### src/sv/prd_pkg.sv
// ----------------------------------------------------------------------------
// prd_pkg
// Shared types and constants for the PACE response deframer.
// ----------------------------------------------------------------------------
package prd_pkg;

  localparam logic [31:0] SUCCESS_CODE = 32'h0000_0000;
  localparam logic [16:0] COUNT_MAX    = 17'h1_FFFF;
  localparam logic [16:0] HDR_BYTES    = 17'd6;

  typedef enum logic [3:0] {
    PH_NONE      = 4'd0,
    PH_RESULT    = 4'd1,
    PH_OUTER     = 4'd2,
    PH_MSE       = 4'd3,
    PH_ACC_LEN   = 4'd4,
    PH_ACC_DATA  = 4'd5,
    PH_CAR_LEN   = 4'd6,
    PH_CAR_DATA  = 4'd7,
    PH_PREV_LEN  = 4'd8,
    PH_PREV_DATA = 4'd9,
    PH_ID_LEN    = 4'd10,
    PH_ID_DATA   = 4'd11,
    PH_DONE      = 4'd12,
    PH_TRAIL     = 4'd13,
    PH_IGNORE    = 4'd14
  } phase_t;

  typedef enum logic [2:0] {
    ST_OK       = 3'd0,
    ST_TRUNC    = 3'd1,
    ST_MISMATCH = 3'd2,
    ST_TRAILING = 3'd3,
    ST_READER   = 3'd4
  } status_t;

  typedef struct packed {
    logic [3:0]  segment;
    logic [7:0]  byte_out;
    logic        payload_valid;
    logic        field_end;
    logic        done_res;
    logic [2:0]  status;
    logic [31:0] reader_code;
    logic [15:0] mse_status;
  } res_t;

endpackage

### src/sv/pace_response_deframer_unit.sv
// ----------------------------------------------------------------------------
// pace_response_deframer_unit
// Byte-wise parser for the Establish PACE Channel response frame.
// ----------------------------------------------------------------------------
// Each result beat is registered: in the output register, or in the skid while the output is held.
// Throughput: one byte per cycle while in_stall is low; the parse state updates in the accept cycle.
// A two-deep result stage (output register plus skid) keeps input flowing
// while a result waits; in_stall rises only when both are full.
// Reset: synchronous, parser back to result-code phase, result stage empty.
// The parser also returns to its reset state after each final byte.
module pace_response_deframer_unit (
  input  logic        clk,
  input  logic        rst,
  input  logic        in_valid,
  output logic        in_stall,
  input  logic [7:0]  data_byte,
  input  logic        final_byte,
  output logic        out_valid,
  input  logic        out_stall,
  output logic [3:0]  segment,
  output logic [7:0]  byte_out,
  output logic        payload_valid,
  output logic        field_end,
  output logic        done_res,
  output logic [2:0]  status,
  output logic [31:0] reader_code,
  output logic [15:0] mse_status
);
  import prd_pkg::*;

  phase_t      phase, phase_next;
  logic [15:0] field_count, field_count_next;
  logic [15:0] field_length, field_length_next;
  logic [16:0] total_count, total_count_next;
  logic [15:0] outer_length, outer_length_next;
  logic [31:0] code_reg, code_reg_next;
  logic [15:0] mse_reg, mse_reg_next;
  status_t     error_code, error_code_next;

  res_t        res, out_res, skid_res;
  logic        skid_valid;
  logic        accept, out_take;
  logic [16:0] k_inc;
  logic [16:0] frame_len_next;
  logic [16:0] frame_len_cur;
  status_t     st;

  assign accept   = in_valid && !in_stall;
  assign out_take = out_valid && !out_stall;
  assign in_stall = skid_valid;

  assign frame_len_cur  = HDR_BYTES + {1'b0, outer_length};
  assign frame_len_next = HDR_BYTES + {1'b0, outer_length_next};

  always_comb begin
    phase_next        = phase;
    field_count_next  = field_count;
    field_length_next = field_length;
    outer_length_next = outer_length;
    code_reg_next     = code_reg;
    mse_reg_next      = mse_reg;
    error_code_next   = error_code;
    total_count_next  = (total_count != COUNT_MAX) ? total_count + 17'd1 : total_count;
    res               = '0;
    res.byte_out      = data_byte;
    res.done_res      = final_byte;
    k_inc             = {1'b0, field_count} + 17'd1;

    if (error_code == ST_OK && phase >= PH_MSE && phase <= PH_TRAIL &&
        total_count_next > frame_len_cur) begin
      error_code_next = ST_MISMATCH;
      phase_next      = PH_IGNORE;
    end

    case (phase_next)
      PH_RESULT: begin
        res.segment = 4'(PH_RESULT);
        case (field_count[1:0])
          2'd0:    code_reg_next[7:0]   = code_reg[7:0]   | data_byte;
          2'd1:    code_reg_next[15:8]  = code_reg[15:8]  | data_byte;
          2'd2:    code_reg_next[23:16] = code_reg[23:16] | data_byte;
          default: code_reg_next[31:24] = code_reg[31:24] | data_byte;
        endcase
        field_count_next = k_inc[15:0];
        if (k_inc >= 17'd4) begin
          field_count_next = '0;
          if (code_reg_next != SUCCESS_CODE) begin
            error_code_next = ST_READER;
            phase_next      = PH_IGNORE;
          end else begin
            phase_next = PH_OUTER;
          end
        end
      end
      PH_OUTER, PH_MSE: begin
        res.segment = 4'(phase_next);
        if (phase_next == PH_OUTER) begin
          outer_length_next = (field_count == '0) ? {8'd0, data_byte}
                                                  : (outer_length | {data_byte, 8'd0});
        end else begin
          mse_reg_next = (field_count == '0) ? {8'd0, data_byte}
                                             : (mse_reg | {data_byte, 8'd0});
        end
        field_count_next = k_inc[15:0];
        if (k_inc >= 17'd2) begin
          field_count_next = '0;
          phase_next       = phase_t'(phase_next + 4'd1);
        end
      end
      PH_ACC_LEN, PH_ID_LEN: begin
        res.segment       = 4'(phase_next);
        field_length_next = (field_count == '0) ? {8'd0, data_byte}
                                                : (field_length | {data_byte, 8'd0});
        field_count_next  = k_inc[15:0];
        if (k_inc >= 17'd2) begin
          field_count_next = '0;
          phase_next = (field_length_next == '0) ? phase_t'(phase_next + 4'd2)
                                                 : phase_t'(phase_next + 4'd1);
        end
      end
      PH_CAR_LEN, PH_PREV_LEN: begin
        res.segment       = 4'(phase_next);
        field_length_next = {8'd0, data_byte};
        field_count_next  = '0;
        phase_next = (data_byte == 8'd0) ? phase_t'(phase_next + 4'd2)
                                         : phase_t'(phase_next + 4'd1);
      end
      PH_ACC_DATA, PH_CAR_DATA, PH_PREV_DATA, PH_ID_DATA: begin
        res.segment       = 4'(phase_next);
        res.payload_valid = 1'b1;
        field_count_next  = k_inc[15:0];
        if (k_inc >= {1'b0, field_length}) begin
          res.field_end     = 1'b1;
          field_count_next  = '0;
          field_length_next = '0;
          phase_next        = phase_t'(phase_next + 4'd1);
        end
      end
      PH_DONE, PH_TRAIL: phase_next = PH_TRAIL;
      default:           phase_next = PH_IGNORE;
    endcase

    if (final_byte) begin
      if (error_code_next == ST_READER)            st = ST_READER;
      else if (total_count_next < HDR_BYTES)       st = ST_TRUNC;
      else if (total_count_next != frame_len_next) st = ST_MISMATCH;
      else if (phase_next < PH_DONE)               st = ST_TRUNC;
      else if (phase_next == PH_TRAIL)             st = ST_TRAILING;
      else                                         st = ST_OK;
    end else begin
      st = error_code_next;
    end

    res.status      = 3'(st);
    res.reader_code = code_reg_next;
    res.mse_status  = mse_reg_next;
  end

  always_ff @(posedge clk) begin
    if (rst || (accept && final_byte)) begin
      phase        <= PH_RESULT;
      field_count  <= '0;
      field_length <= '0;
      total_count  <= '0;
      outer_length <= '0;
      code_reg     <= '0;
      mse_reg      <= '0;
      error_code   <= ST_OK;
    end else if (accept) begin
      phase        <= phase_next;
      field_count  <= field_count_next;
      field_length <= field_length_next;
      total_count  <= total_count_next;
      outer_length <= outer_length_next;
      code_reg     <= code_reg_next;
      mse_reg      <= mse_reg_next;
      error_code   <= error_code_next;
    end
  end

  always_ff @(posedge clk) begin
    if (rst) begin
      out_valid  <= 1'b0;
      skid_valid <= 1'b0;
    end else if (!out_valid || out_take) begin
      if (skid_valid) begin
        out_valid  <= 1'b1;
        skid_valid <= 1'b0;
      end else begin
        out_valid <= accept;
      end
    end else if (accept) begin
      skid_valid <= 1'b1;
    end
  end

  always_ff @(posedge clk) begin
    if (!out_valid || out_take) begin
      if (skid_valid) begin
        out_res <= skid_res;
      end else if (accept) begin
        out_res <= res;
      end
    end else if (accept) begin
      skid_res <= res;
    end
  end

  assign segment       = out_res.segment;
  assign byte_out      = out_res.byte_out;
  assign payload_valid = out_res.payload_valid;
  assign field_end     = out_res.field_end;
  assign done_res      = out_res.done_res;
  assign status        = out_res.status;
  assign reader_code   = out_res.reader_code;
  assign mse_status    = out_res.mse_status;

  a_skid_behind_out: assert property (@(posedge clk) disable iff (rst)
    skid_valid |-> out_valid)
    else $error("skid holds a beat while output register is empty");

  a_final_resets: assert property (@(posedge clk) disable iff (rst)
    (accept && final_byte) |=> (phase == PH_RESULT && total_count == '0))
    else $error("parser not back in result phase after final beat");

  a_end_in_payload: assert property (@(posedge clk) disable iff (rst)
    (out_valid && field_end) |-> (payload_valid && segment[0]))
    else $error("field end outside a data segment");

  a_count_below_len: assert property (@(posedge clk) disable iff (rst)
    (phase == PH_ACC_DATA || phase == PH_CAR_DATA || phase == PH_PREV_DATA ||
     phase == PH_ID_DATA) |-> (field_count < field_length))
    else $error("data byte count ran past field length");

endmodule
### config.mk
export PLATFORM = sky130hd
export DESIGN_NAME = pace_response_deframer_unit
export DESIGN_NICKNAME = d
export VERILOG_FILES = /design/src/sv/prd_pkg.sv /design/src/sv/pace_response_deframer_unit.sv
export SDC_FILE = /design/constraint.sdc
export NUM_CORES = 1
export LEC_CHECK = 0
export BUFFER_PORTS_ARGS = -buffer_cell sky130_fd_sc_hd__buf_4
export CAP_MARGIN = 10
export CORE_UTILIZATION = 50
export CTS_CLUSTER_DIAMETER = 40
export DETAILED_ROUTE_END_ITERATION = 10
export GPL_TIMING_DRIVEN = 1
export PLACE_DENSITY = 0.78
export SLEW_MARGIN = 20
export SYNTH_ARGS = -nofsm -noshare
export SYNTH_HDL_FRONTEND = slang
export SYNTH_SLANG_ARGS = --single-unit
### constraint.sdc
create_clock -name clk -period 6.9 [get_ports clk]
set_input_delay 1.035 -clock clk [delete_from_list [all_inputs] [get_ports clk]]
set_output_delay 1.035 -clock clk [all_outputs]
set_load 0.01 [all_outputs]
==> impl_metrics.ini, run 1 <==
[clock_network]
cts_sinks = 254
ctsLongestPathBuffers = 3
cts_tree = done
cts_root_buf = clkbuf_16
clk_latency_ns = 0.53
clkTransAtPathRegs_ns = 0.06
ctsHtreeMaxLevel = 2
numCtsBuffers = 38

[floorplanning]
initial_core_util_pct = 50.9
io_pins = 81
core_um2 = 26100
die_x_um = 165
die_area_um2 = 27200
core.rowCount = 59
die_y_um = 165

[synthesis]
syn-num-nets = 1344
yosys-top-cells-count = nor2_1 (148), edfxtp_1 (132), dfxtp_1 (122)
ys_top_cells_by_area = edfxtp_1 (30%), dfxtp_1 (18%), mux2_2 (5.4%)
async_flop_share_pct = 0
avgSynthCellArea_um2 = 10.3
synth_top_area_cell = edfxtp_1
ys.flop_type = edfxtp_1
synth_top_area_share_pct = 29.9
synth-seq-area-share_pct = 48.3
yosysMostFrequentCell = nor2_1
synthesis.area_um2 = 13300
ys_ff_latch = 254
ys_types = 79
synth_edf_count = 132
syn_inst = 1287
yosys_warnings = 0

[worst_setup_path]
required_ns = 7.13
end_kind = flip-flop
critPathMaxStageDelay_ns = 0.39
cpMaxStageDelayCell = or3b_1
cp_max_fo = 5
critPathKind = flip-flop to flip-flop
start_kind = flip-flop
arrival_ns = 6.71

[power]
ir_drop_v = 0.000257
p_sw_share_pct = 28.9
clkPwrFrac_pct = 41.7
p_int_mw = 3.10
powerDensity_nw_per_um2 = 280
power_frac_seq_pct = 39.9
p_sw_mw = 1.26
pwr-share-comb_pct = 18.3
p_leak_nw = 6.34

[status]
status = completed

[grt]
grt_pass1_vias = 9779
grt_pass1_wl_mm = 52.2
grt_max_degree = 82
gr-total-overflow = 0
grt_usage_pct = 24.3
antenna_found_initial = 0

[detailed_routing]
antenna_left = 0
first_pass_iters = 5
vias = 10500
finalWirelength_mm = 33.1
wl_per_cell_um = 19.2
route.detailed.drc = 0
drt_iter0_markers = 967
viasPerCell = 6.07

[placed_design]
dp_hpwl_mm = 21.5
dp_slack_ns = 0.101
place.gp.congestion = 0.931
port_buffers = 80
placed_cells = 1654
place_area_um2 = 14200

[final_layout]
area_growth_pct = 17.3
final_cells = 1726
utilization_pct = 59.7
drive_gt1_share_pct = 23.3
largest_reg_flops = 66
antennaDiodeCount = 0
fillers = 2142
stdcell_area_um2 = 15600
layout.nets = 1418

[timing]
period_share_pct = 94.0
drv_slew = 0
final-setup-viol-count = 0
setup_slack_ns = 0.413
fmax_ghz = 0.154
maxSlewHeadroom_pct = 33.5
period_needed_ns = 6.49
hold_viol_final = 0
skew_ns = 0.0236
worst_slew_pin_slew_ns = 0.997

[run]
max_cap_violations = 0

[hold_path]
hp-class = flip-flop to flip-flop
area by class of cell:
cell class                      count  area [µm²]  area share [%]
Multi-Input combinational cell    907        6480            41.6
Clock buffer                       43         991            6.37
Clock inverter                     27         233            1.50
Inverter                           46         173            1.11
Timing Repair Buffer              114         856            5.50
Tap cell                          335         419            2.69
Sequential cell                   254        6410            41.2
path summary, 6_finish.rpt:
path | end | from | slack, ns | depth (start not counted)
hold / removal | mse_reg[13] | mse_reg[13] | 0.45 | 2
hold reg to reg | mse_reg[13] | mse_reg[13] | 0.45 | 2
setup reg to reg | status[1] | total_count[1] | 0.41 | 30
setup / recovery | status[1] | total_count[1] | 0.41 | 30
kinds of logic after synthesis:
kind of cell,share of synthesized area [%]
fa+ha+maj,4.15
mux,6.76
xor+xnor,5.45
flops,48.3
compound gates,15.7
buf+inv,3.84
simple gates,15.8
power groups by stage:
stage	sequential [mW]	clock (mW)	combinational [mW]
5_1_grt	1.75	1.91	0.870
3_3_place_gp	1.77	0	0.762
2_1_floorplan	1.78	0	0.508
6_report	1.74	1.82	0.801
3_5_place_dp	1.77	0	0.773
4_1_cts	1.74	1.84	0.782
per-stage QoR:
stage          power, mW  hold WS, ns  setup TNS [ns]
2_1_floorplan       2.29        0.436               0
3_3_place_gp        2.53        0.441               0
3_5_place_dp        2.55        0.446               0
4_1_cts             4.37        0.454               0
5_1_grt             4.53        0.481         -0.0146
6_report            4.36        0.454               0
repair_timing:
action,4_1_cts,5_1_grt
hold buffers,0,0
hold endpoints to repair,0,0
endpoints found under the setup margin,0,5
buffers inserted,0,2
gates resized for setup,0,16
critical path: cells and delay by family (launching register included):
family	cells	cell delay (ns)
AOI/OAI and AO/OA	7	1.38
adders and majority gates	4	0.99
and+or+nand+nor	16	2.96
muxes	1	0.15
DFF	1	0.37
xor gates and xnor gates	1	0.20
buffers and inverters	1	0.16
placed cells by master (no fill, tap or decap), types with 5 or more instances in the layout:
| master | Yosys | final |
|---|---|---|
| xnor2_1 | 49 | 47 |
| a31o_2 | 32 | 32 |
| buf_4 | 0 | 114 |
| o211a_1 | 33 | 33 |
| nand2_1 | 85 | 85 |
| clkbuf_16 | 0 | 39 |
| and3_1 | 14 | 14 |
| mux2_2 | 63 | 63 |
| a22oi_1 | 27 | 27 |
| clkinv_2 | 0 | 6 |
| nor4_1 | 23 | 21 |
| edfxtp_1 | 132 | 132 |
| nor2b_1 | 8 | 7 |
| dfxtp_1 | 122 | 120 |
| and4_1 | 5 | 5 |
| nor3_1 | 29 | 29 |
| and2_1 | 13 | 13 |
| nand4_1 | 17 | 17 |
| xor2_1 | 31 | 31 |
| inv_6 | 0 | 6 |
| or3_1 | 8 | 8 |
| nand3_1 | 34 | 32 |
| o21ai_0 | 25 | 24 |
| nor2_1 | 148 | 144 |
| nor2_2 | 2 | 5 |
| clkinvlp_4 | 0 | 6 |
| mux2i_1 | 16 | 16 |
| o21a_1 | 10 | 10 |
| o31ai_1 | 13 | 13 |
| a21o_1 | 7 | 6 |
| ha_1 | 44 | 42 |
| a31oi_1 | 7 | 7 |
| nand2b_1 | 9 | 9 |
| a211oi_1 | 10 | 10 |
| or2_2 | 6 | 5 |
| o211ai_1 | 10 | 10 |
| inv_1 | 46 | 46 |
| a21oi_1 | 60 | 58 |
routing by layer:
metal  wire length, µm  vias to the layer above  track usage (%)
li1                  -                     4906                -
met1             14300                     5082             32.9
met2             15300                      405             38.5
met3              2470                       85             4.60
met4              1040                        0             9.30
met5                 0                        -                0
No activity file was read; power rests on OpenSTA's default activity.
==> run 2: changes to the inputs <==
==> constraint.sdc (replaced) <==
create_clock -name clk -period 5.6 [get_ports clk]
set_input_delay 0.84 -clock clk [delete_from_list [all_inputs] [get_ports clk]]
set_output_delay 0.84 -clock clk [all_outputs]
set_load 0.01 [all_outputs]
==> impl_metrics.ini, run 2 (synthesis results as in run 1) <==
[power]
pwr-share-comb_pct = 21.5
p_leak_nw = 7.06
powerDensity_nw_per_um2 = 324
p_sw_share_pct = 28.3
clkPwrFrac_pct = 39.2
power_frac_seq_pct = 39.3
ir_drop_v = 0.000320
p_sw_mw = 1.55
p_int_mw = 3.93
p_total_mw = 5.48

[clock_network]
clk_latency_ns = 0.52
cts_root_buf = clkbuf_16
ctsLongestPathBuffers = 3
holdBufCountCts = 0
cts_tree = done
cts_sinks = 254
ctsHtreeMaxLevel = 2
numCtsBuffers = 34
clkTransAtPathRegs_ns = 0.06

[run]
max_cap_violations = 0

[grt]
antenna_found_initial = 0
grt_pass1_vias = 10400
gr-total-overflow = 0
grt_max_degree = 82
grt_pass1_wl_mm = 55.2
grt_usage_pct = 25.8

[final_layout]
layout_common_cells = buf_4 (256), nor2_1 (139), edfxtp_1 (132), dfxtp_1 (108), nand2_1 (81)
multi_input_area_um2 = 6770
regArea_um2 = 6430
area_growth_pct = 27.6
layout_commonest_cell = buf_4
antennaDiodeCount = 0
largest_reg_flops = 66
fillers = 1930
stdcell_area_um2 = 16900
final_cells = 1863
drive_gt1_share_pct = 33.4
layout.nets = 1559

[timing]
skew_ns = 0.0221
worst_slew_pin_slew_ns = 1.01
final-setup-viol-count = 4
fmax_ghz = 0.167
hold_viol_final = 0
setup_slack_ns = -0.396
rsz0062_at_grt = true
period_needed_ns = 6.00
maxSlewHeadroom_pct = 32.4
drv_slew = 0
period_share_pct = 107

[worst_setup_path]
r2r_cells = 27
required_ns = 5.81
r2r_end = status[1]
start_kind = flip-flop
r2r_slack_ns = -0.40
arrival_ns = 6.21
reg2reg_from = total_count[9]
critPathMaxStageDelay_ns = 0.40
cpMaxStageDelayCell = or3_1
end_kind = flip-flop
critPathKind = flip-flop to flip-flop
cp_max_fo = 4

[placed_design]
port_buffers = 80
place.gp.congestion = 0.941
placed_cells = 1771
place_area_um2 = 15300
dp_hpwl_mm = 23.5
dp_slack_ns = -0.531

[hold_path]
hold_depth = 2
hold_end = mse_reg[8]
hp-class = flip-flop to flip-flop
worstHoldStart = mse_reg[8]

[floorplanning]
initial_core_util_pct = 50.9
die_y_um = 165
die_area_um2 = 27200
core_um2 = 26100
core.rowCount = 59
io_pins = 81
die_x_um = 165

[detailed_routing]
finalWirelength_mm = 35.0
antenna_left = 0
drt_iter0_markers = 990
wl_per_cell_um = 18.8
viasPerCell = 5.82
route.detailed.drc = 0
vias = 10800
first_pass_iters = 6

[status]
status = complete, but fails checks
violations = negative setup slack
==> run 2: cell types whose count changed in the layout (fill, tap and decap cells not counted), sizes merged <==
cell      before  now
buf          114  259
clkinvlp       6    5
clkbuf        43   41
bufinv         1    3
inv           52   48
clkinv        14   11
==> run 2: area by class of cell <==
cell class	instances	area share, %
clock buffer	41	5.37
clock inverter	21	1.40
inverter	46	1.02
multi-input combinational	907	40.0
sequential	254	38.0
tap	335	2.48
timing repair buffer	259	11.7
==> run 2: critical path, delay by kind of cell (launching register included) <==
family	cells	cell delay, ns
XOR/XNOR	1	0.16
AO/OA/AOI/OAI	8	1.43
AND/OR/NAND/NOR	14	2.82
multiplexers	1	0.18
flip-flops	1	0.37
adder cells (fa/ha/maj)	3	0.75
==> run 2: stage by stage <==
step	TNS, ns	hold slack [ns]	utilization, %
after floorplan	-1.89	0.436	-
after global placement	-1.24	0.441	58.6
after detailed placement	-2.66	0.446	58.7
after CTS	-1.04	0.455	63.8
after global routing	-3.28	0.481	64.9
final	-1.36	0.456	64.9
==> run 2: worst max-delay path by stage <==
stage,startpoint,end,slack [ns],depth (start not counted)
3_5_place_dp,total_count[1],status[1],-0.53,31
5_1_grt,total_count[1],status[1],-0.64,31
2_1_floorplan,total_count[1],status[1],-0.55,33
4_1_cts,total_count[1],status[1],-0.33,30
3_3_place_gp,total_count[1],status[1],-0.39,29
6_report,total_count[9],status[1],-0.40,27
==> run 2: layer usage <==
| metal | share of wire, % | vias up | track usage (%) |
|---|---|---|---|
| li1 | - | 5182 | - |
| met1 | 44 | 5257 | 34.4 |
| met2 | 48 | 349 | 41.9 |
| met3 | 6.3 | 58 | 4.45 |
| met4 | 2.4 | 0 | 8.92 |
| met5 | 0 | - | 0 |
==> run 2: timing repair <==
action | CTS | global route
setup endpoints to repair | 18 | 40
setup buffers | 16 | 14
pin swaps | 10 | 14
gates resized for setup | 12 | 42
==> run 2: power by group through the flow <==
stage          logic, mW  clock network (mW)  registers (mW)
6_report            1.18                2.15            2.15
5_1_grt             1.28                2.27            2.16
4_1_cts             1.13                2.18            2.15
3_5_place_dp        1.10                   0            2.19
3_3_place_gp        1.08                   0            2.18
2_1_floorplan      0.646                   0            2.20
==> run 3: changes to the inputs <==
--- a/config.mk
+++ b/config.mk
@@ -7,11 +7,13 @@
 export LEC_CHECK = 0
 export BUFFER_PORTS_ARGS = -buffer_cell sky130_fd_sc_hd__buf_4
 export CAP_MARGIN = 10
-export CORE_UTILIZATION = 50
+export CELL_PAD_IN_SITES_DETAIL_PLACEMENT = 0
+export CELL_PAD_IN_SITES_GLOBAL_PLACEMENT = 2
+export CORE_UTILIZATION = 36
 export CTS_CLUSTER_DIAMETER = 40
 export DETAILED_ROUTE_END_ITERATION = 10
 export GPL_TIMING_DRIVEN = 1
-export PLACE_DENSITY = 0.78
+export PLACE_DENSITY_LB_ADDON = 0.1
 export SLEW_MARGIN = 20
 export SYNTH_ARGS = -nofsm -noshare
 export SYNTH_HDL_FRONTEND = slang
==> impl_metrics.ini, run 3 (synthesis results as in run 1) <==
[clock_network]
cts_sinks = 254
clk_latency_ns = 0.57
cts_tree = done
numCtsBuffers = 42
cts_root_buf = clkbuf_16
clkTransAtPathRegs_ns = 0.05
ctsLongestPathBuffers = 3
ctsHtreeMaxLevel = 2

[grt]
grt_pass1_wl_mm = 60.7
grt_max_degree = 82
grt_usage_pct = 20.7
gr-total-overflow = 0
antenna_found_initial = 1
grt_pass1_vias = 10400

[worst_setup_path]
critPathLaunch = total_count[0]
crit_top_cell = ha_4
start_kind = flip-flop
cp_max_fo = 5
end_kind = flip-flop
required_ns = 5.88
cpMaxStageDelayCell = dfxtp_4
reg2reg_from = total_count[0]
critPathKind = flip-flop to flip-flop
arrival_ns = 6.20
critPathMaxStageDelay_ns = 0.35

[final_layout]
layout.nets = 1587
stdcell_area_um2 = 17500
final_cells = 2025
antennaDiodeCount = 0
area_growth_pct = 32.1
layout_common_cells = buf_4 (272), nor2_1 (139), edfxtp_1 (132), dfxtp_1 (110), nand2_1 (81)
largest_reg_flops = 66
layout_commonest_cell = buf_4
drive_gt1_share_pct = 35.2
utilization_pct = 48.8

[timing]
drv_slew = 0
period_needed_ns = 5.91
setup_tns_ns = -1.01
final-setup-viol-count = 4
hold_viol_final = 0
maxSlewHeadroom_pct = 28.4
fmax_ghz = 0.169
worst_slew_pin_slew_ns = 1.07
period_share_pct = 106
whs_ns = 0.452
rsz0062_at_grt = true
setup_slack_ns = -0.313
skew_ns = 0.0220

[detailed_routing]
viasPerCell = 5.31
finalWirelength_mm = 38.6
drt_iter0_markers = 571
route.detailed.drc = 0
antenna_left = 0
vias = 10800
first_pass_iters = 5
wl_per_cell_um = 19.1

[floorplanning]
die_y_um = 194
initial_core_util_pct = 36.9
io_pins = 81
core.rowCount = 69
die_x_um = 194
core_um2 = 35900
die_area_um2 = 37600

[power]
p_sw_share_pct = 29.0
p_int_mw = 4.18
pwr-share-comb_pct = 21.1
p_sw_mw = 1.71
power_frac_seq_pct = 36.5
clkPwrFrac_pct = 42.4
ir_drop_v = 0.000210
powerDensity_nw_per_um2 = 336
p_leak_nw = 7.29

[run]
max_cap_violations = 0

[hold_path]
hp-class = flip-flop to flip-flop
worstHoldStart = mse_reg[10]

[status]
violations = negative setup slack
status = complete, but fails checks

[placed_design]
port_buffers = 80
place.gp.congestion = 0.897
dp_hpwl_mm = 25.8
placed_cells = 1921
place_area_um2 = 15700
-- run 3: layer usage --
layer	routed length [µm]	part of all wire (%)	vias to the layer above	global-route usage, %
li1	-	-	5250	-
met1	18700	48	5236	28.8
met2	17500	45	211	32.8
met3	1610	4.2	62	3.84
met4	820	2.1	0	5.91
met5	0	0	-	0
-- run 3: critical path, delay by kind of cell (launching register included) --
family	cells	cell delay, ns
AND/OR/NAND/NOR	13	2.26
buffers and inverters	5	0.69
XOR/XNOR	3	0.43
multiplexers	1	0.30
flip-flops	1	0.35
AO/OA/AOI/OAI	5	0.81
adder cells (fa/ha/maj)	4	0.77
-- run 3: final timing paths --
path	slack, ns	end	cells past startpoint
worst min register to register	0.45	mse_reg[10]	2
worst min-delay path	0.45	mse_reg[10]	2
worst max register to register	-0.31	status[1]	31
worst max-delay path	-0.31	status[1]	31
-- run 3: through the flow --
stage	total power, mW	worst slack [ns]
floorplan	2.84	-0.555
detailed placement	3.38	-0.596
finish	5.89	-0.313
global route	6.16	-0.616
global placement	3.38	-0.533
CTS	5.94	-0.392
-- run 3: power by group through the flow --
stage	registers, mW	clock network, mW	logic (mW)
2_1_floorplan	2.20	0	0.646
3_3_place_gp	2.19	0	1.19
3_5_place_dp	2.19	0	1.19
4_1_cts	2.15	2.57	1.22
5_1_grt	2.16	2.64	1.36
6_report	2.15	2.49	1.24
-- run 3: final cells by class --
| class | count | area (µm²) |
|---|---|---|
| timing repair buffer | 279 | 2160 |
| inverter | 46 | 173 |
| clock buffer | 48 | 1080 |
| tap | 461 | 577 |
| multi-input combinational | 907 | 6800 |
| fill | 3396 | 18400 |
| clock inverter | 30 | 298 |
| sequential | 254 | 6430 |
-- run 3: timing repair --
action / in CTS / in global routing
hold buffers: 0 / 0
setup buffers: 14 / 11
setup endpoints to repair: 28 / 39
gates resized for setup: 29 / 26
pin swaps: 32 / 28
